### config.mk
export PLATFORM = sky130hd
export DESIGN_NAME = rmq_sqrt
export DESIGN_NICKNAME = d
export VERILOG_FILES = /design/src/rmq_sqrt.sv
export SDC_FILE = /design/constraint.sdc
export NUM_CORES = 1
export LEC_CHECK = 0
export ABC_AREA = 1
export BUFFER_PORTS_ARGS = -buffer_cell sky130_fd_sc_hd__buf_2
export CAP_MARGIN = 20
export CORE_ASPECT_RATIO = 1.1
export CORE_MARGIN = 2
export CORE_UTILIZATION = 30
export CTS_CLUSTER_DIAMETER = 50
export DETAILED_ROUTE_END_ITERATION = 8
export PLACE_DENSITY = 0.55
export REMOVE_ABC_BUFFERS = 1
export SLEW_MARGIN = 20
export SYNTH_ARGS = -nofsm -noshare
export SYNTH_HDL_FRONTEND = slang
export SYNTH_SLANG_ARGS = --single-unit
### constraint.sdc
create_clock -name clk -period 6.1 [get_ports clk]
set_input_delay 0.61 -clock clk [delete_from_list [all_inputs] [get_ports clk]]
set_output_delay 0.61 -clock clk [all_outputs]
set_load 0.005 [all_outputs]
### src/rmq_sqrt.sv
// ----------------------------------------------------------------------------
// rmq_sqrt
// Pipelined floor square root, one result bit per stage, with a sideband
// that travels alongside.
// ----------------------------------------------------------------------------
`default_nettype none

module rmq_sqrt #(
  parameter int NW = 32,
  parameter int RW = 16,
  parameter int SW = 8
) (
  input  wire logic          clk,
  input  wire logic          rst_n,
  input  wire logic          in_valid,
  output logic               in_ready,
  input  wire logic [NW-1:0] in_rad,
  input  wire logic [SW-1:0] in_side,
  output logic               out_valid,
  input  wire logic          out_ready,
  output logic [RW-1:0]      out_root,
  output logic [SW-1:0]      out_side
);

  localparam int XW = 2 * RW;

  logic [RW-1:0]   v_r;
  logic [RW:0]     rdy;
  logic [XW-1:0]   x_r    [RW];
  logic [RW+1:0]   rem_r  [RW];
  logic [RW-1:0]   root_r [RW];
  logic [SW-1:0]   side_r [RW];

  assign rdy[RW] = out_ready;

  for (genvar s = 0; s < RW; s++) begin : g_stage
    logic            v_in;
    logic [XW-1:0]   x_in;
    logic [RW+1:0]   rem_in;
    logic [RW-1:0]   root_in;
    logic [SW-1:0]   side_in;
    logic [RW+2:0]   rem2;
    logic [RW+2:0]   trial;
    logic            ge;

    if (s == 0) begin : g_first
      assign v_in    = in_valid;
      assign x_in    = XW'(in_rad);
      assign rem_in  = '0;
      assign root_in = '0;
      assign side_in = in_side;
    end else begin : g_next
      assign v_in    = v_r[s-1];
      assign x_in    = x_r[s-1];
      assign rem_in  = rem_r[s-1];
      assign root_in = root_r[s-1];
      assign side_in = side_r[s-1];
    end

    // Bring down two radicand bits, try root*4+1
    assign rem2   = {rem_in[RW:0], x_in[XW-1 -: 2]};
    assign trial  = {1'b0, root_in, 2'b01};
    assign ge     = (rem2 >= trial);
    assign rdy[s] = !v_r[s] || rdy[s+1];

    always_ff @(posedge clk) begin
      if (!rst_n) begin
        v_r[s] <= 1'b0;
      end else if (rdy[s]) begin
        v_r[s] <= v_in;
      end
    end

    always_ff @(posedge clk) begin
      if (rdy[s]) begin
        x_r[s]    <= {x_in[XW-3:0], 2'b00};
        rem_r[s]  <= ge ? (RW+2)'(rem2 - trial) : (RW+2)'(rem2);
        root_r[s] <= {root_in[RW-2:0], ge};
        side_r[s] <= side_in;
      end
    end
  end

  assign in_ready  = rdy[0];
  assign out_valid = v_r[RW-1];
  assign out_root  = root_r[RW-1];
  assign out_side  = side_r[RW-1];

endmodule

`default_nettype wire

Yosys cells after proc, flatten, opt, wreduce, memory -nomap -nowiden. Memories as Yosys holds them, arrays and structs flattened. Index checks and enable logic that the tools add are counted.

Word-level logic and storage cells: 132. Memories kept: 4. RAM bits: 1152. Register bits: 16.

Memories: x_r (depth 16, bits a word 30, rd ports 15, clocked after memory_dff 0, write ports 16, RTL line 29) `logic [XW-1:0] x_r [RW];`; rem_r (depth 16, bits a word 18, rd ports 15, clocked after memory_dff 0, write ports 16, RTL line 30) `logic [RW+1:0] rem_r [RW];`; root_r (depth 16, bits a word 16, rd ports 16, clocked after memory_dff 0, write ports 16, RTL line 31) `logic [RW-1:0] root_r [RW];`; side_r (depth 16, bits a word 8, rd ports 16, clocked after memory_dff 0, write ports 16, RTL line 32) `logic [SW-1:0] side_r [RW];`.

$add $sub $neg: 16. Reduce and logical (&&, ||, !) cells: 32. Order comparisons: 16. Muxes and demuxes: 48.

Operators by type and width (number): $mux W18 (16); $ge A19 B18 Y1 (15); $sub A18 B18 Y18 (15); $mux W1 (32); $logic_not A1 Y1 (16); $logic_or A1 B1 Y1 (16); $sub A2 B1 Y3 const B (1); $ge A2 B1 Y1 const B (1).

Longest topological paths before layout.
Depth after elaboration: 19. Depth in mapped cells: 16. Depth with buffers taken out: 15.

Least setup slack after synthesis. Ideal clock, no wire load.

Path type: in2reg. From: input port out_ready. To: memory rem_r[2][0] in the netlist's numbering (enable). Stages: 8. Library setup time: 631 ps. Setup slack: 607 ps. Required time: 5469 ps. Path buffers: 0. Data arrival time: 4863 ps. Path through: inv_1 > nand4_4 > nor3_4 > nand4_2 > nor2_4 > nand4_4 > nor2_4 > nand2_1.

RTL lines: start: declaration (RTL line 20) `input wire logic out_ready,`; end: declaration (RTL line 30).

==> impl_metrics.toml <==
[clock_tree]
cts_buffers = 89
htree_levels = 3
cts_tree = "done"
clock_latency_ns = 0.63
post_cts_resized = 0
clock_sinks = 757
cts.clk_slew.worst_paths_ns = 0.06
post-cts-setup-buffers = 0
root_buffer = "clkbuf_16"
cts_hold_buf = 0
clk_path_buf_depth = 3

[power]
leakagePower_uw = 0.0158
powerDensity_nw_per_um2 = 387
p_total_uw = 14800
peakVddDrop_mv = 0.200

[grt]
grt-ovfl-total = 0
grt_max_degree = 54
grt_pass1_wl_um = 91100
grt_use_total_pct = 9.83
grt_pass1_vias = 18600
antenna_found_initial = 0

[flow_run]
max_cap_violations = 0

[logic_synthesis]
synth_top_family_by_area = "simple AND/OR/NAND/NOR gates"
seq_area_frac_synth_pct = 67.7
synth_flop_cell = "edfxtp_1"
synth.distinct_cells = 74
synth_edf_count = 741
synth_mux_area_share_pct = 0
synth_cells = 2645
postSynth.asyncResetShare_pct = 0
yosysMostFrequentCell = "edfxtp_1"
synth_xor_area_share_pct = 4.44
synth.area.top_cells = "edfxtp_1 (67%), ha_1 (5.7%), nand2_1 (4.4%)"
synth_top_area_share_pct = 66.7
yosys.area.top_type = "edfxtp_1"
synth-seq-cells = 757
synth-adder-area-share_pct = 5.70
syn_area_sq_um = 33300
synth_warnings = 0
synth_compound_area_share_pct = 6.46
yosys-top-cells-count = "edfxtp_1 (741), nand2_1 (392), inv_1 (353), nor2_1 (186), ha_1 (152)"
synthSimpleGateAreaFrac_pct = 11.0
postSynthAreaPerCell_sq_um = 12.6

[setup_path]
cp-start-kind = "flop"
worstSetupEndpointType = "flop"
critical_path_arrival_ns = 3.73
cp_max_fo = 46
path_class = "flop to flop"
cp.required_ns = 6.48
critPathLaunch = "out_valid$_SDFFE_PN0P_"
timing.rr.start = "out_valid$_SDFFE_PN0P_"

[detailed_routing]
drcViolationCount = 0
first_pass_iters = 4
wl_met3_um = 1650
finalWirelength_um = 55300
antenna_left = 0
wl_met2_um = 30700
via_per_inst = 4.27
highest_layer = "met4"
wl_met1_um = 20900
wire_per_inst_um = 12.9
route.vias.total = 18400
drt-initial-drc-count = 846

[sta]
setup_violations = 0
max_slew_margin_pct = 36.5
final.setup_skew_ns = 0.0183
setup_tns_ns = 0
hold_violations = 0
slew_violations = 0
worst_pin_slew_ns = 0.951
finalCritPeriodShare_pct = 55.1
rsz0062_at_grt = "no"
period_minus_slack_ns = 3.36
fmax_mhz = 298

[floorplanning]
die_area_sq_um = 114000
die_w_um = 322
core_area_sq_um = 111000
ioPinCount = 70
start_util_pct = 30.2
row_count = 128
die_h_um = 354

[min_path]
hold_path.class = "input port to flop"
hp-start = "in_rad[29]"

[run_status]
outcome = "finished, final reports clean"

[placed_design]
gp_congestion = 0.910
dp_hpwl_um = 41500
port_buffers = 69

[final_layout]
syn_to_final_growth_pct = 14.8
antenna_cells = 0
nNetsFinal = 2991
drive_above_1_share_pct = 11.4
-- cells by family after synthesis --
group | Yosys count
and+or+nand+nor | 815
buffers and inverters | 387
other | 1
adders and majority gates | 152
AOI/OAI and AO/OA | 364
DFF | 757
xor gates and xnor gates | 169
-- final timing paths --
kind	cells past startpoint	to	slack, ns
max reg2reg	9	x_r[0][53]$_DFFE_PP_	2.74
max	9	x_r[0][53]$_DFFE_PP_	2.74
min	1	x_r[0][29]$_DFFE_PP_	0.15
min reg2reg	0	x_r[0][205]$_DFFE_PP_	0.40
-- layout make-up --
cell class / count / area, sq um
multi-input cells: 1501 / 9240
repair buffers: 82 / 455
well taps: 1430 / 1790
fillers: 10800 / 72200
clock buffers: 115 / 2370
clock inverters: 50 / 468
flip-flops and latches: 757 / 22600
inverters: 364 / 1380
-- per-layer routing --
layer  GRT usage (%)  up-vias
li1                -     9559
met1            9.99     8449
met2            19.2      213
met3            1.91      133
met4            4.25        0
met5               0        -
-- sequential cells by signal (all words and copies together) (netlist names) --
| signal | flops |
|---|---|
| root_r | 136 |
| side_r | 128 |
| rem_r | 237 |
| out_valid | 1 |
| x_r | 240 |
| g_stage.v_in | 15 |
-- cells in the final DEF (no fill, tap or decap), types with 13 or more instances in the layout --
master and instances:
edfxtp_1 741, nand2_1 389, inv_1 350, nor2_1 186, ha_1 152, a21oi_1 142
xor2_1 103, o21ai_0 95, clkbuf_16 90, nand3_1 89, buf_2 69, xnor2_1 66
o21ai_1 36, nor3_1 28, nand4_1 27, o21ai_2 25, clkbuf_1 23, nor4_1 20
or2_2 17, dfxtp_1 16, clkinv_1 13
-- where the power goes --
group / internal (uW) / total (uW) / switching, uW
sequential: 6720 / 7200 / 480
clock: 2980 / 5020 / 2040
combinational: 1050 / 2570 / 1520
-- critical path, cell delays in order, from the launching register on --
cell and delay, ns:
dfxtp_1 0.42, nand4_4 0.11, buf_4 0.30, nor3_4 0.23, nand4_2 0.16, nor2_4 0.24
nand4_4 0.15, nor2_4 0.19, nand3_2 0.74, buf_4 0.50
-- per-stage QoR --
step                      area [sq um]  cells  utilization, %  worst slack (ns)  hold slack (ns)
after CTS                        38300   4299            34.6              2.65           0.0983
after detailed placement         35400   4134            32.1              2.33            0.405
after floorplan                  33200   2622               -             0.607            0.400
after global placement           35400   4133            32.0              2.33            0.401
final                            38300   4299            34.6              2.74            0.151
after global routing             38300   4299            34.6              2.39            0.105
No activity file was read; power rests on OpenSTA's default activity.
