**src/rmq_pkg.sv**
```systemverilog
// ----------------------------------------------------------------------------
// rmq_pkg
// Shared types and constants for the rotation matrix to quaternion pipeline.
// ----------------------------------------------------------------------------
`default_nettype none

package rmq_pkg;

  // Fixed field widths
  localparam int WORD_W        = 16;  // every matrix entry and quaternion component
  localparam int DIFF_W        = 17;  // sum or difference of two entries
  localparam int ARG_W         = 18;  // sum of three entries
  localparam int FRAC_BITS_DEF = 14;

  // Which component the root feeds
  typedef enum logic [1:0] {
    SEL_TRACE,
    SEL_X,
    SEL_Y,
    SEL_Z
  } sel_t;

  typedef struct packed {
    logic signed [WORD_W-1:0] m00;
    logic signed [WORD_W-1:0] m01;
    logic signed [WORD_W-1:0] m02;
    logic signed [WORD_W-1:0] m10;
    logic signed [WORD_W-1:0] m11;
    logic signed [WORD_W-1:0] m12;
    logic signed [WORD_W-1:0] m20;
    logic signed [WORD_W-1:0] m21;
    logic signed [WORD_W-1:0] m22;
  } in_item_t;

  typedef struct packed {
    logic signed [WORD_W-1:0] qx;
    logic signed [WORD_W-1:0] qy;
    logic signed [WORD_W-1:0] qz;
    logic signed [WORD_W-1:0] qw;
  } out_item_t;

endpackage

`default_nettype wire

```
**src/rmq_front.sv**
```systemverilog
// ----------------------------------------------------------------------------
// rmq_front
// Two pipeline stages: pivot selection, root argument and off-diagonal terms,
// then magnitudes and the fixed-point radicand.
// ----------------------------------------------------------------------------
`default_nettype none

module rmq_front import rmq_pkg::*; #(
  parameter int F  = FRAC_BITS_DEF,
  parameter int AW = 19,
  parameter int NW = 32
) (
  input  wire logic                   clk,
  input  wire logic                   rst_n,
  input  wire logic                   in_valid,
  output logic                        in_ready,
  input  wire in_item_t               in_data,
  output logic                        out_valid,
  input  wire logic                   out_ready,
  output logic [NW-1:0]               out_rad,
  output logic [2:0][DIFF_W-1:0]      out_mag,
  output logic [2:0]                  out_sgn,
  output sel_t                        out_sel
);

  localparam logic signed [AW-1:0] ONE_A = AW'(1) << F;

  // Stage 1 registers
  logic                          v1_r;
  logic signed [ARG_W-1:0]       arg_r, arg_nxt;
  logic signed [DIFF_W-1:0]      d_r [3];
  logic signed [DIFF_W-1:0]      d_nxt [3];
  sel_t                          sel1_r, sel1_nxt;
  // Stage 2 registers
  logic                          v2_r;
  logic [NW-1:0]                 rad_r, rad_nxt;
  logic [2:0][DIFF_W-1:0]        mag_r, mag_nxt;
  logic [2:0]                    sgn_r, sgn_nxt;
  sel_t                          sel2_r;

  logic rdy1, rdy2;
  logic signed [ARG_W-1:0]  tr;
  logic signed [WORD_W-1:0] e00, e11, e22, e01, e02, e10, e12, e20, e21;
  logic signed [AW-1:0]     a_sum;

  assign e00 = in_data.m00;
  assign e01 = in_data.m01;
  assign e02 = in_data.m02;
  assign e10 = in_data.m10;
  assign e11 = in_data.m11;
  assign e12 = in_data.m12;
  assign e20 = in_data.m20;
  assign e21 = in_data.m21;
  assign e22 = in_data.m22;

  // Handshake chain
  assign rdy2     = !v2_r || out_ready;
  assign rdy1     = !v1_r || rdy2;
  assign in_ready = rdy1;

  // Trace test, pivot choice and the three off-diagonal terms
  always_comb begin
    tr = ARG_W'(e00) + ARG_W'(e11) + ARG_W'(e22);
    if (tr > 0) begin
      sel1_nxt = SEL_TRACE;
      arg_nxt  = tr;
      d_nxt[0] = DIFF_W'(e12) - DIFF_W'(e21);
      d_nxt[1] = DIFF_W'(e20) - DIFF_W'(e02);
      d_nxt[2] = DIFF_W'(e01) - DIFF_W'(e10);
    end else if (e22 > e00 && e22 > e11) begin
      sel1_nxt = SEL_Z;
      arg_nxt  = ARG_W'(e22) - (ARG_W'(e00) + ARG_W'(e11));
      d_nxt[0] = DIFF_W'(e01) - DIFF_W'(e10);
      d_nxt[1] = DIFF_W'(e20) + DIFF_W'(e02);
      d_nxt[2] = DIFF_W'(e21) + DIFF_W'(e12);
    end else if (e11 > e00) begin
      sel1_nxt = SEL_Y;
      arg_nxt  = ARG_W'(e11) - (ARG_W'(e22) + ARG_W'(e00));
      d_nxt[0] = DIFF_W'(e20) - DIFF_W'(e02);
      d_nxt[1] = DIFF_W'(e12) + DIFF_W'(e21);
      d_nxt[2] = DIFF_W'(e10) + DIFF_W'(e01);
    end else begin
      sel1_nxt = SEL_X;
      arg_nxt  = ARG_W'(e00) - (ARG_W'(e11) + ARG_W'(e22));
      d_nxt[0] = DIFF_W'(e12) - DIFF_W'(e21);
      d_nxt[1] = DIFF_W'(e01) + DIFF_W'(e10);
      d_nxt[2] = DIFF_W'(e02) + DIFF_W'(e20);
    end
  end

  // Radicand (arg + ONE) * ONE, clamped at zero; magnitudes and signs
  always_comb begin
    a_sum = AW'(arg_r) + ONE_A;
    if (a_sum > 0) begin
      rad_nxt = {a_sum[AW-2:0], {F{1'b0}}};
    end else begin
      rad_nxt = '0;
    end
    for (int l = 0; l < 3; l++) begin
      sgn_nxt[l] = d_r[l][DIFF_W-1];
      mag_nxt[l] = sgn_nxt[l] ? DIFF_W'(-d_r[l]) : DIFF_W'(d_r[l]);
    end
  end

  always_ff @(posedge clk) begin
    if (!rst_n) begin
      v1_r <= 1'b0;
      v2_r <= 1'b0;
    end else begin
      if (rdy1) v1_r <= in_valid;
      if (rdy2) v2_r <= v1_r;
    end
  end

  always_ff @(posedge clk) begin
    if (rdy1) begin
      arg_r  <= arg_nxt;
      d_r    <= d_nxt;
      sel1_r <= sel1_nxt;
    end
    if (rdy2) begin
      rad_r  <= rad_nxt;
      mag_r  <= mag_nxt;
      sgn_r  <= sgn_nxt;
      sel2_r <= sel1_r;
    end
  end

  assign out_valid = v2_r;
  assign out_rad   = rad_r;
  assign out_mag   = mag_r;
  assign out_sgn   = sgn_r;
  assign out_sel   = sel2_r;

endmodule

`default_nettype wire

```
**config.mk**
```make
export PLATFORM = sky130hd
export DESIGN_NAME = rmq_front
export DESIGN_NICKNAME = d
export VERILOG_FILES = /design/src/rmq_pkg.sv /design/src/rmq_front.sv
export SDC_FILE = /design/constraint.sdc
export NUM_CORES = 1
export LEC_CHECK = 0
export BUFFER_PORTS_ARGS = -buffer_cell sky130_fd_sc_hd__clkbuf_2
export CAP_MARGIN = 10
export CORE_ASPECT_RATIO = 0.5
export CORE_MARGIN = 4
export CORE_UTILIZATION = 61
export CTS_CLUSTER_DIAMETER = 40
export DETAILED_ROUTE_END_ITERATION = 10
export GPL_TIMING_DRIVEN = 0
export HOLD_SLACK_MARGIN = 0.08
export PLACE_DENSITY = 0.84
export REMOVE_ABC_BUFFERS = 1
export SLEW_MARGIN = 20
export SYNTH_ARGS = -nofsm -noshare
export SYNTH_HDL_FRONTEND = slang
export SYNTH_SLANG_ARGS = --single-unit
export TNS_END_PERCENT = 100
```
**constraint.sdc**
```tcl
create_clock -name clk -period 8.2 [get_ports clk]
set_clock_uncertainty 0.2 [all_clocks]
set_input_delay 2.46 -clock clk [delete_from_list [all_inputs] [get_ports clk]]
set_output_delay 2.46 -clock clk [all_outputs]
set_load 0.05 [all_outputs]
```
; Yosys cells after proc, flatten, opt, wreduce, memory -nomap -nowiden
; Index checks and enable logic that the tools add are counted.
[word_totals]
word_cells = 55
output_inout_bits = 90
reg_bits = 161
inputBits = 148
[op_classes]
add_sub_neg = 17
n_mux = 11
reduce_logical = 5
n_lt_le_gt_ge = 5
[ops]
columns = op, count
row1 = $mux W51, 3
row2 = $add A16 B16 Y17, 6
row3 = $mux W18, 3
row4 = $sub A16 B17 Y18, 3
row5 = $neg A17 Y17, 3
row6 = $sub A16 B16 Y17, 3
row7 = $gt A16 B16 Y1, 3
row8 = $mux W16, 3
row9 = $add A18 B16 Y19 const B, 1
row10 = $gt A19 B1 Y1 const B, 1
row11 = $add A17 B16 Y18, 1
row12 = $gt A18 B1 Y1 const B, 1
row13 = $mux W2, 2
row14 = $logic_not A1 Y1, 2
row15 = $logic_or A1 B1 Y1, 2
row16 = $logic_and A1 B1 Y1, 1

; Depth between registers and ports, before layout
; Gate-level depths: netlist of run 1.
[depth]
depth_word = 5
ltp_mapped = 25
ltp_nobuf = 23

; Least setup slack after synthesis of run 1
; No wires, ideal clock.
[synth_path]
path_type = input-to-reg
startpoint = in in_data[64] in the netlist's numbering
endpoint = reg arg_r[15] (data pin)
path_slack_ps = 722
stages = 23
n_path_buf = 3
setup_ps = 260
t_arrival_ps = 7018
t_required_ps = 7740
path_cell_list = ha_1 > inv_1 > fa_1 > o21bai_1 > a21oi_1 > o21bai_1 > a21oi_1 > o21bai_1 > a221oi_1 > nor2b_1 > xor2_1 > ha_1 > buf_6 > nor2b_4 > a2111oi_4 > o2111ai_1 > a2111oi_2 > nand4_1 > or4b_1 > o21ai_1 > buf_2 > buf_4 > mux2_2
[synth_between]
elab_chain_len = 5
elab_cells_between_ends = 13
classes_between = 6 x add/sub / 3 x order compare / 3 x mux / 1 x reduce/logical
[synth_rtl]
columns = item, line_no
row1 = from (decl), rmq_front.sv:17  ; input wire in_item_t in_data,
row2 = "parallel branches: the longest is 4 deep, another holds $add A17 B16 Y18", --
row3 = $mux W18 *, rmq_front.sv:64  ; if (tr > 0) begin
row4 = net arg_nxt[15], rmq_front.sv:30  ; logic signed [ARG_W-1:0] arg_r, arg_nxt;
row5 = to (signal assigned), rmq_front.sv:117  ; arg_r <= arg_nxt;
row6 = to (decl), rmq_front.sv:30
; Mark *: on every way through the listed nets, which the timed path passes.
; A chain may end at the register's enable or synchronous reset.

==> results of run 1 <==
==> cell usage in the layout (no fill, tap or decap), types with 12 or more instances in the layout <==
cell       Yosys  final
a211oi_1      15     15
nor3_1        53     53
a221oi_1      14     12
a21o_1        20     20
edfxtp_1     145    145
xor2_1        42     41
mux2i_1       37     36
conb_1         1     14
a22oi_1       15     15
nor4_1        16     16
and2_1        24     24
xnor2_1      136    134
o41ai_1       12     12
o22ai_1       16     16
nor2_1       145    145
inv_1        210    208
nor2b_1       47     46
or3_1         21     21
nand2_1      126    125
clkbuf_2       0    223
a21oi_1      157    156
ha_1         268    264
nand3_1       28     28
fa_1          41     41
a31oi_1       17     17
clkbuf_16      0     17
nand2b_1      26     26
o21a_1        16     15
o21bai_1      23     23
o31ai_1       32     29
o211ai_1      22     22
o21ai_0      105    105
mux2_2        12     12
==> power by group <==
group	total (uW)	switching, uW	internal (uW)	leakage (uW)
clock network	790	375	415	0.000296
logic	2980	1960	1020	0.00737
registers	1480	202	1270	0.00155
==> kinds of logic after synthesis <==
family	count (synthesis)	share of synthesized area
simple gates	555	0.151
mux	49	0.0277
compound gates	548	0.196
buf+inv	312	0.0706
other cells	1	0.000205
xor+xnor	178	0.0853
flops	147	0.240
fa+ha+maj	309	0.228
==> state kept, by name (all words and copies together), names as in the netlist <==
register / flops
arg_r: 18
d_r: 51
out_mag: 51
out_rad: 18
out_sel: 2
out_sgn: 3
out_valid: 1
sel1_r: 2
v1_r: 1
==> synthesized netlist by cell type, types with 6 or more instances <==
cell         n  share of area
a221oi_1    14         0.0067
nor2b_1     47          0.016
nor4b_1      6         0.0029
and2_1      24         0.0082
o31ai_1     32          0.013
a21o_1      20         0.0082
a2111oi_0    7         0.0034
inv_1      210          0.043
or2_2        9         0.0031
o41ai_1     12         0.0057
buf_2       15         0.0041
o21a_1      16         0.0066
clkbuf_1    59          0.012
and3_1       9         0.0031
o211ai_1    22         0.0090
nor2_1     145          0.030
a22oi_1     15         0.0062
nand4_1     11         0.0038
mux2i_1     37          0.020
fa_1        41          0.045
a21oi_1    157          0.043
or3_1       21         0.0072
nand2b_1    26         0.0089
a31oi_1     17         0.0058
nand2_1    126          0.026
nor3_1      53          0.015
o21ai_0    105          0.029
or4_1        6         0.0025
a21boi_0     9         0.0037
o21bai_1    23         0.0094
mux2_2      12         0.0074
nor3b_1     10         0.0041
xnor2_1    136          0.065
xor2_1      42          0.020
o221ai_1     6         0.0029
edfxtp_1   145           0.24
buf_4       17         0.0070
o31a_1       6         0.0029
a211oi_1    15         0.0062
ha_1       268           0.18
nand3_1     28         0.0077
o22ai_1     16         0.0055
nor4_1      16         0.0055
==> metrics by stage <==
step | area [um^2] | hold WS, ps | power (uW) | utilization
after floorplan | 17800 | 200 | 3610 | -
after global placement | 19400 | 201 | 4290 | 0.665
after detailed placement | 19700 | 205 | 4380 | 0.674
after CTS | 20400 | 221 | 5190 | 0.696
after global routing | 20500 | 232 | 5530 | 0.701
final | 20500 | 219 | 5250 | 0.701
==> worst paths after layout <==
path                 endpoint  slack (ps)  cells past startpoint
setup / recovery      d_r[32]         150                     24
hold / removal     out_sel[0]         220                      0
setup reg to reg  out_mag[49]        5670                      5
hold reg to reg    out_sel[0]         220                      0
==> routing by layer <==
metal | part of all wire | wire (um)
met5 | 0 | 0
met4 | 0.035 | 1730
met3 | 0.063 | 3140
met2 | 0.48 | 23700
met1 | 0.42 | 20900
==> cell type report <==
type / instances / area share
Clock inverter: 15 / 0.00928
Antenna cell: 1 / 0.000122
Tap cell: 391 / 0.0239
Sequential cell: 147 / 0.214
Clock buffer: 17 / 0.0208
Multi-Input combinational cell: 1653 / 0.626
Inverter: 212 / 0.0389
Timing Repair Buffer: 234 / 0.0665
==> what timing repair did <==
item | CTS | global route
pin swaps | 1 | 6
resized for setup | 8 | 22
hold endpoints to repair | 0 | 0
endpoints found under the setup margin | 29 | 35
setup buffers | 0 | 2
==> reports/results.ini, run 1 <==
[run_status]
status = finished, final reports clean

[sta]
fin_crit_sh = 0.982
tightest_slew_ps = 912
setup-violations-final = 0
fin_crit_ps = 8050
tns_ps = 0
hold_viol_final = 0
relSlewSlack = 0.376
max_freq_ghz = 0.124
drv_slew = 0
postLayoutSetupSlackWorst_ps = 145

[synthesis]
netlist_instances = 2099
synth_edf_count = 145
synthDistinctLibCells = 90
synth_flop_cell = edfxtp_1
seq_area_frac_synth = 0.240
syn_area_um2 = 18300
yosys_warnings = 0
ys_ff_latch = 147
async_flop_share = 0
synth.avg_cell_area_um2 = 8.71

[min_path]
min_path_type = flip-flop to flip-flop
min-delay-start = sel1_r[0]

[grt]
grt_usage = 0.287
grt.busiest_layer = met2
overflow = 0
grt_pass1_vias = 15000
grt_max_degree = 81
grt_pass1_wl_um = 75200
grtUsageMet1 = 0.369
met3_usage = 0.0344
grt_antenna_before_repair = 0
grt_use_met2 = 0.508

[placement]
routabilityCongestion = 0.993
place_ws_ps = -825
io_buffers = 223
placed_cells = 2635
dp_hpwl_um = 39900

[die]
start_util = 0.625
die_area_um2 = 33000
die_w_um = 253
ioPinCount = 238
rows = 44
die_y_um = 130
core_area_um2 = 29200

[finish]
drive_above_1_share = 0.146
nets = 2722
nFillCells = 2290
area_growth_syn_to_layout_pct = 12.1
final_cells = 2670
regArea_um2 = 4390
multi_input_area_um2 = 12800

[routing]
routed_wl_um = 49500
vias = 16000
first_iter_violations = 1417
ant_nets = 0
avgRoutedWirePerCell_um = 18.5
drtPass1Iterations = 7
route.detailed.drc = 0
viasPerCell = 5.99

[worst_setup_path]
worstPathRequired_ps = 8220
critPathMaxStageDelay_ps = 580
crit_fanout = 27
cp.arrival_ps = 8070
cp.buffers_inverters = 4
r2r_start = d_r[8]
crit_top_cell = o21bai_1
path_cells = clkbuf_2, inv_1, fa_1, o21bai_1, a21oi_1, o21bai_1, a21oi_1, o21bai_1, a221oi_2, nor2b_2, xor2_2, ha_4, nor2b_4, a2111oi_4, o2111ai_1, a2111oi_2, nand4_1, or4b_4, o21ai_4, buf_16, buf_16, and2_4, a221oi_1, o22ai_1
cp-start-kind = input pin
cp_top_family = compound AO/OA/AOI/OAI gates
crit_path_top_delay_cell = or4b_4
crit_type = input pin to flip-flop
end_kind = flip-flop
startpoint = in_data[129]

[clock_network]
tritoncts = built
ctsHoldBuffers = 0
cts_num_sinks = 147
cts_root_buf = clkbuf_16
clk_pin_slew_ps = 70
htreeDepth = 4
cts_buffers = 17
clk_latency_ps = 440
cts.path.max_buffers = 2

[power_and_ir_drop]
p_per_area_nw_per_um2 = 256
p_leak_uw = 0.00922
peakVddDrop_mv = 0.152

[run]
drv_cap = 0

Power figures use the tool's default switching activity.
==> inputs of run 2 (changes only) <==
--- a/config.mk
+++ b/config.mk
@@ -15,6 +15,7 @@
 export GPL_TIMING_DRIVEN = 0
 export HOLD_SLACK_MARGIN = 0.08
 export PLACE_DENSITY = 0.84
+export RECOVER_POWER = 50
 export REMOVE_ABC_BUFFERS = 1
 export SLEW_MARGIN = 20
 export SYNTH_ARGS = -nofsm -noshare
==> reports/results.ini, run 2 (synthesis gave the netlist of run 1 again) <==
[run_status]
status = finished, violations left
violations = max-capacitance violations, max-slew violations

[clock_network]
cts_num_sinks = 147  ; unchanged
cts_buffers = 17  ; unchanged
ctsHoldBuffers = 0  ; unchanged
htreeDepth = 4  ; unchanged
clk_latency_ps = 440  ; about the same
clk_pin_slew_ps = 70  ; about the same
tritoncts = built
cts_root_buf = clkbuf_16
cts.path.max_buffers = 2  ; unchanged

[die]
start_util = 0.625  ; unchanged
die_area_um2 = 33000  ; unchanged
die_w_um = 253  ; unchanged
die_y_um = 130  ; unchanged
rows = 44  ; unchanged
core_area_um2 = 29200  ; unchanged
ioPinCount = 238  ; unchanged

[routing]
route.detailed.drc = 0  ; unchanged
avgRoutedWirePerCell_um = 18.6  ; +0.16%
first_iter_violations = 1419  ; +0.14%
drtPass1Iterations = 6  ; -1
viasPerCell = 6.01  ; +0.38%
ant_nets = 0  ; unchanged
vias = 16000  ; +0.38%
routed_wl_um = 49500  ; +0.16%

[worst_setup_path]
worstReg2RegEnd = out_rad[23]
cp-start-kind = input pin
cp_top_family = compound AO/OA/AOI/OAI gates
cp.buffers_inverters = 4  ; unchanged
end_kind = flip-flop
crit_fanout = 27  ; unchanged
crit_top_cell = o21bai_1
crit_path_top_delay_cell = or4b_4
reg2reg_depth = 3  ; -2
worstPathRequired_ps = 8230  ; about the same
path_cells = clkbuf_2, inv_1, fa_1, o21bai_1, a21oi_1, o21bai_1, a21oi_1, o21bai_1, a221oi_2, nor2b_2, xor2_2, ha_4, nor2b_4, a2111oi_4, o2111ai_1, a2111oi_2, nand4_1, or4b_4, o21ai_4, buf_16, buf_16, and2_4, a221oi_1, o22ai_1
critPathMaxStageDelay_ps = 580  ; about the same
r2r_start = out_valid
r2r_slack_ps = 4320  ; -1350 ps
cp.arrival_ps = 8050  ; -20 ps
crit_type = input pin to flip-flop

[finish]
mostFrequentLayoutCells = ha_1 (264), clkbuf_2 (223), inv_1 (208)
nets = 2722  ; unchanged
finish.utilization = 0.700  ; -0.000856
drive_above_1_share = 0.145  ; -0.000878
layout_commonest_cell = ha_1
area_growth_syn_to_layout_pct = 12.0
nFillCells = 2294  ; +0.17%
final_cells = 2670  ; unchanged

[sta]
fin_crit_sh = 0.978  ; -0.00402
drv_slew = 113  ; +113
tightest_slew_ps = 2120  ; +1210 ps
fin_crit_ps = 8020  ; -33.0 ps
hold_slack_ps = 219  ; +0.0760 ps
relSlewSlack = -0.415  ; -0.791
setup-violations-final = 0  ; unchanged
max_freq_ghz = 0.125  ; +0.41%
hold_viol_final = 0  ; unchanged
tns_ps = 0  ; unchanged

[grt]
grt_antenna_before_repair = 0  ; unchanged
grt_pass1_vias = 15000  ; unchanged
overflow = 0  ; unchanged
grt_max_degree = 81  ; unchanged
grt_pass1_wl_um = 75200  ; unchanged
grt_usage = 0.287  ; unchanged

[min_path]
holdPathStages = 0  ; unchanged
min_path_type = flip-flop to flip-flop
min-delay-start = sel1_r[0]
holdPathEnd = out_sel[0]

[placement]
placed_cells = 2635  ; unchanged
dp_hpwl_um = 39900  ; unchanged
routabilityCongestion = 0.993  ; unchanged
io_buffers = 223  ; unchanged

[power_and_ir_drop]
p_per_area_nw_per_um2 = 256  ; about the same
p_total_uw = 5240  ; about the same
p_leak_uw = 0.00919  ; -0.30%
peakVddDrop_mv = 0.152  ; +0.33%

[run]
drv_cap = 3  ; +3

-- run 2: stage by stage --
| stage | setup slack, ps | area [um^2] |
|---|---|---|
| finish | 178 | 20500 |
| global route | -34.7 | 20500 |
| CTS | 22.9 | 20400 |
| detailed placement | -825 | 19700 |
| global placement | -5280 | 19400 |
| floorplan | -2030 | 17800 |
-- run 2: what timing repair did --
| action | in CTS | in global routing |
|---|---|---|
| setup endpoints to repair | 29 | 35 |
| buffers inserted | 0 | 2 |
| gates cloned | 0 | 0 |
| resized for setup | 8 | 22 |
| pin swaps | 1 | 6 |
-- run 2: routing by layer --
metal  routed length (um)  vias to the layer above  track usage
met5                    0                        -            0
met4                 1790                        0        0.105
met3                 3310                      127       0.0344
met2                23700                      618        0.508
met1                20700                     7570        0.369
li1                     -                     7725            -
-- run 2: cell type report --
type                    count  area, um^2  area share
multi-input cells        1653       12800       0.626
flip-flops and latches    147        4390       0.215
repair buffers            234        1350      0.0658
inverters                 212         797      0.0389
well taps                 391         489      0.0239
clock buffers              17         425      0.0208
clock inverters            15         190     0.00929
diodes                      1        2.50    0.000122
-- run 2: worst register-to-register path: stages (launching register included) --
cell,delay [ps]
dfxtp_1,320
nor2b_1,290
clkinvlp_2,1340
clkbuf_1,1150
-- run 2: how the worst max path moves through the flow --
stage	start	end	slack, ps	cells after the start
finish	in_data[129]	d_r[32]	180	24
global placement	in_data[129]	d_r[39]	-5280	12
floorplan	in_data[64]	arg_r[8]	-2030	21
CTS	in_data[128]	d_r[32]	20	25
detailed placement	in_data[129]	d_r[39]	-830	20
global route	in_data[128]	arg_r[14]	-30	23
-- run 2: power by group --
| part | total [uW] | leakage [uW] | switching [uW] | internal (uW) |
|---|---|---|---|---|
| Sequential | 1480 | 0.00155 | 201 | 1270 |
| Combinational | 2980 | 0.00734 | 1960 | 1020 |
| Clock | 790 | 0.000296 | 376 | 415 |
==> inputs of run 3 (changes only) <==
--- a/config.mk
+++ b/config.mk
@@ -7,14 +7,16 @@
 export LEC_CHECK = 0
 export BUFFER_PORTS_ARGS = -buffer_cell sky130_fd_sc_hd__clkbuf_2
 export CAP_MARGIN = 10
-export CORE_ASPECT_RATIO = 0.5
+export CELL_PAD_IN_SITES_DETAIL_PLACEMENT = 1
+export CELL_PAD_IN_SITES_GLOBAL_PLACEMENT = 2
+export CORE_ASPECT_RATIO = 0.75
 export CORE_MARGIN = 4
-export CORE_UTILIZATION = 61
+export CORE_UTILIZATION = 37
 export CTS_CLUSTER_DIAMETER = 40
 export DETAILED_ROUTE_END_ITERATION = 10
 export GPL_TIMING_DRIVEN = 0
 export HOLD_SLACK_MARGIN = 0.08
-export PLACE_DENSITY = 0.84
+export PLACE_DENSITY_LB_ADDON = 0.1
 export RECOVER_POWER = 50
 export REMOVE_ABC_BUFFERS = 1
 export SLEW_MARGIN = 20
==> constraint.sdc (replaced) <==
create_clock -name clk -period 8.2 [get_ports clk]
set_clock_uncertainty 0.2 [all_clocks]
set_input_delay 2.46 -clock clk [delete_from_list [all_inputs] [get_ports clk]]
set_output_delay 2.46 -clock clk [all_outputs]
set_load 0.01 [all_outputs]
==> reports/results.ini, run 3 (synthesis gave the netlist of run 1 again) <==
[finish]
regArea_um2 = 4390  ; unchanged
drive_above_1_share = 0.135  ; -0.0103
multi_input_area_um2 = 12900  ; +0.50%
mostFrequentLayoutCells = ha_1 (264), inv_1 (205), clkbuf_2 (177)
layout_commonest_cell = ha_1
nets = 2741  ; +0.70%
area_growth_syn_to_layout_pct = 14.7
nFillCells = 5744  ; +150%

[worst_setup_path]
crit_type = input pin to flip-flop
worstPathRequired_ps = 8160  ; -70 ps
end_kind = flip-flop
crit_fanout = 21  ; -22%
cp_top_family = compound AO/OA/AOI/OAI gates
r2r_start = out_valid
cp.buffers_inverters = 5  ; +1
critPathMaxStageDelay_ps = 600  ; +20 ps
worstReg2RegEnd = out_mag[31]
cp-start-kind = input pin
r2r_slack_ps = 4130  ; -190 ps
cp.arrival_ps = 7950  ; -100 ps
crit_path_top_delay_cell = or4b_4
reg2reg_depth = 3  ; unchanged

[sta]
max_freq_ghz = 0.125  ; +0.40%
postLayoutSetupSlackWorst_ps = 210  ; +32.1 ps
relSlewSlack = -0.804  ; -0.390
setup-violations-final = 0  ; unchanged
fin_crit_ps = 7990  ; -32.1 ps
fin_crit_sh = 0.974  ; -0.00391
grt_setup_unrepaired = false
tns_ps = 0  ; unchanged
hold_viol_final = 0  ; unchanged
drv_slew = 82  ; -27%
tightest_slew_ps = 2710  ; +584 ps

[routing]
routed_wl_um = 64000  ; +29%
route.detailed.drc = 0  ; unchanged
avgRoutedWirePerCell_um = 21.7  ; +17%
viasPerCell = 5.43  ; -9.6%
drtPass1Iterations = 4  ; -2
first_iter_violations = 1153  ; -19%
ant_nets = 0  ; unchanged
vias = 16000  ; -0.21%

[die]
rows = 70  ; +59%
core_area_um2 = 48800  ; +67%
die_area_um2 = 53100  ; +61%
ioPinCount = 238  ; unchanged
start_util = 0.375  ; -0.251
die_y_um = 201  ; +54%
die_w_um = 265  ; +4.7%

[grt]
grt_usage = 0.232  ; -0.0551
grt_pass1_wl_um = 96300  ; +28%
overflow = 0  ; unchanged
grt_max_degree = 77  ; -4.9%
grt_pass1_vias = 16200  ; +8.0%
grt_antenna_before_repair = 3  ; +3

[min_path]
holdPathEnd = out_sel[1]
min-delay-start = sel1_r[1]
min_path_type = flip-flop to flip-flop
holdPathStages = 0  ; unchanged

[placement]
dp_hpwl_um = 52800  ; +32%
place_ws_ps = -1460  ; -640 ps
io_buffers = 223  ; unchanged
routabilityCongestion = 0.904  ; -9.0%

[clock_network]
cts_root_buf = clkbuf_16
clk_pin_slew_ps = 70  ; about the same
tritoncts = built
cts_buffers = 17  ; unchanged
cts.path.max_buffers = 2  ; unchanged
htreeDepth = 4  ; unchanged
ctsHoldBuffers = 0  ; unchanged
cts_num_sinks = 147  ; unchanged
clk_latency_ps = 450  ; about the same

[run_status]
status = finished, violations left
violations = max-capacitance violations, max-slew violations

[run]
drv_cap = 2  ; -1

[power_and_ir_drop]
p_per_area_nw_per_um2 = 234  ; -8.5%
p_leak_uw = 0.00915  ; -0.45%
peakVddDrop_mv = 0.177  ; +16%

==> run 3: worst max-delay path by stage <==
stage	from	endpoint	slack (ps)	cells after the start
finish	in_data[128]	arg_r[10]	210	26
global route	in_data[128]	arg_r[10]	9	26
CTS	in_data[128]	arg_r[10]	3	25
detailed placement	in_data[129]	arg_r[17]	-1460	19
global placement	in_data[143]	d_r[39]	-7240	11
floorplan	in_data[64]	arg_r[8]	-2030	21
==> run 3: per-layer routing <==
| layer | vias to the layer above | track usage | part of all wire |
|---|---|---|---|
| met5 | - | 0 | 0.00012 |
| met4 | 2 | 0.0379 | 0.012 |
| met3 | 41 | 0.0436 | 0.053 |
| met2 | 325 | 0.327 | 0.40 |
| met1 | 7881 | 0.368 | 0.53 |
| li1 | 7758 | - | - |
==> run 3: what timing repair did <==
action                                  CTS  global route
pin swaps                                 4            13
resized for setup                        20            26
buffers inserted                          3            14
cloned                                    0             1
endpoints found under the setup margin   71            42
==> run 3: area by class of cell <==
class / instances / share of cell area
Tap cell: 648 / 0.0387
Clock inverter: 14 / 0.00734
Timing Repair Buffer: 253 / 0.0712
Antenna cell: 1 / 0.000119
Inverter: 212 / 0.0380
Sequential cell: 147 / 0.210
Multi-Input combinational cell: 1653 / 0.615
Clock buffer: 18 / 0.0205
==> run 3: report_power, final <==
part | leakage [uW] | switching [uW] | total (uW) | internal [uW]
logic | 0.00732 | 1510 | 2550 | 1040
clock network | 0.000279 | 351 | 802 | 452
registers | 0.00155 | 279 | 1560 | 1280
total | 0.00915 | 2140 | 4910 | 2770
==> run 3: worst reg2reg max path: cells and delay by family, from the launching register on <==
kind                   cells  cell delay [ps]
buffers and inverters      2             2510
flip-flops                 1              320
AND/OR/NAND/NOR            1              320
==> run 3: per-stage QoR <==
step / hold slack (ps) / instance area, um^2 / cells / total power (uW) / utilization
floorplan: 200 / 17800 / 2012 / 3070 / -
global placement: 202 / 19800 / 2883 / 3940 / 0.405
detailed placement: 209 / 20100 / 2895 / 4030 / 0.412
CTS: 226 / 20800 / 2930 / 4890 / 0.427
global route: 241 / 21000 / 2945 / 5250 / 0.430
finish: 222 / 21000 / 2946 / 4910 / 0.430
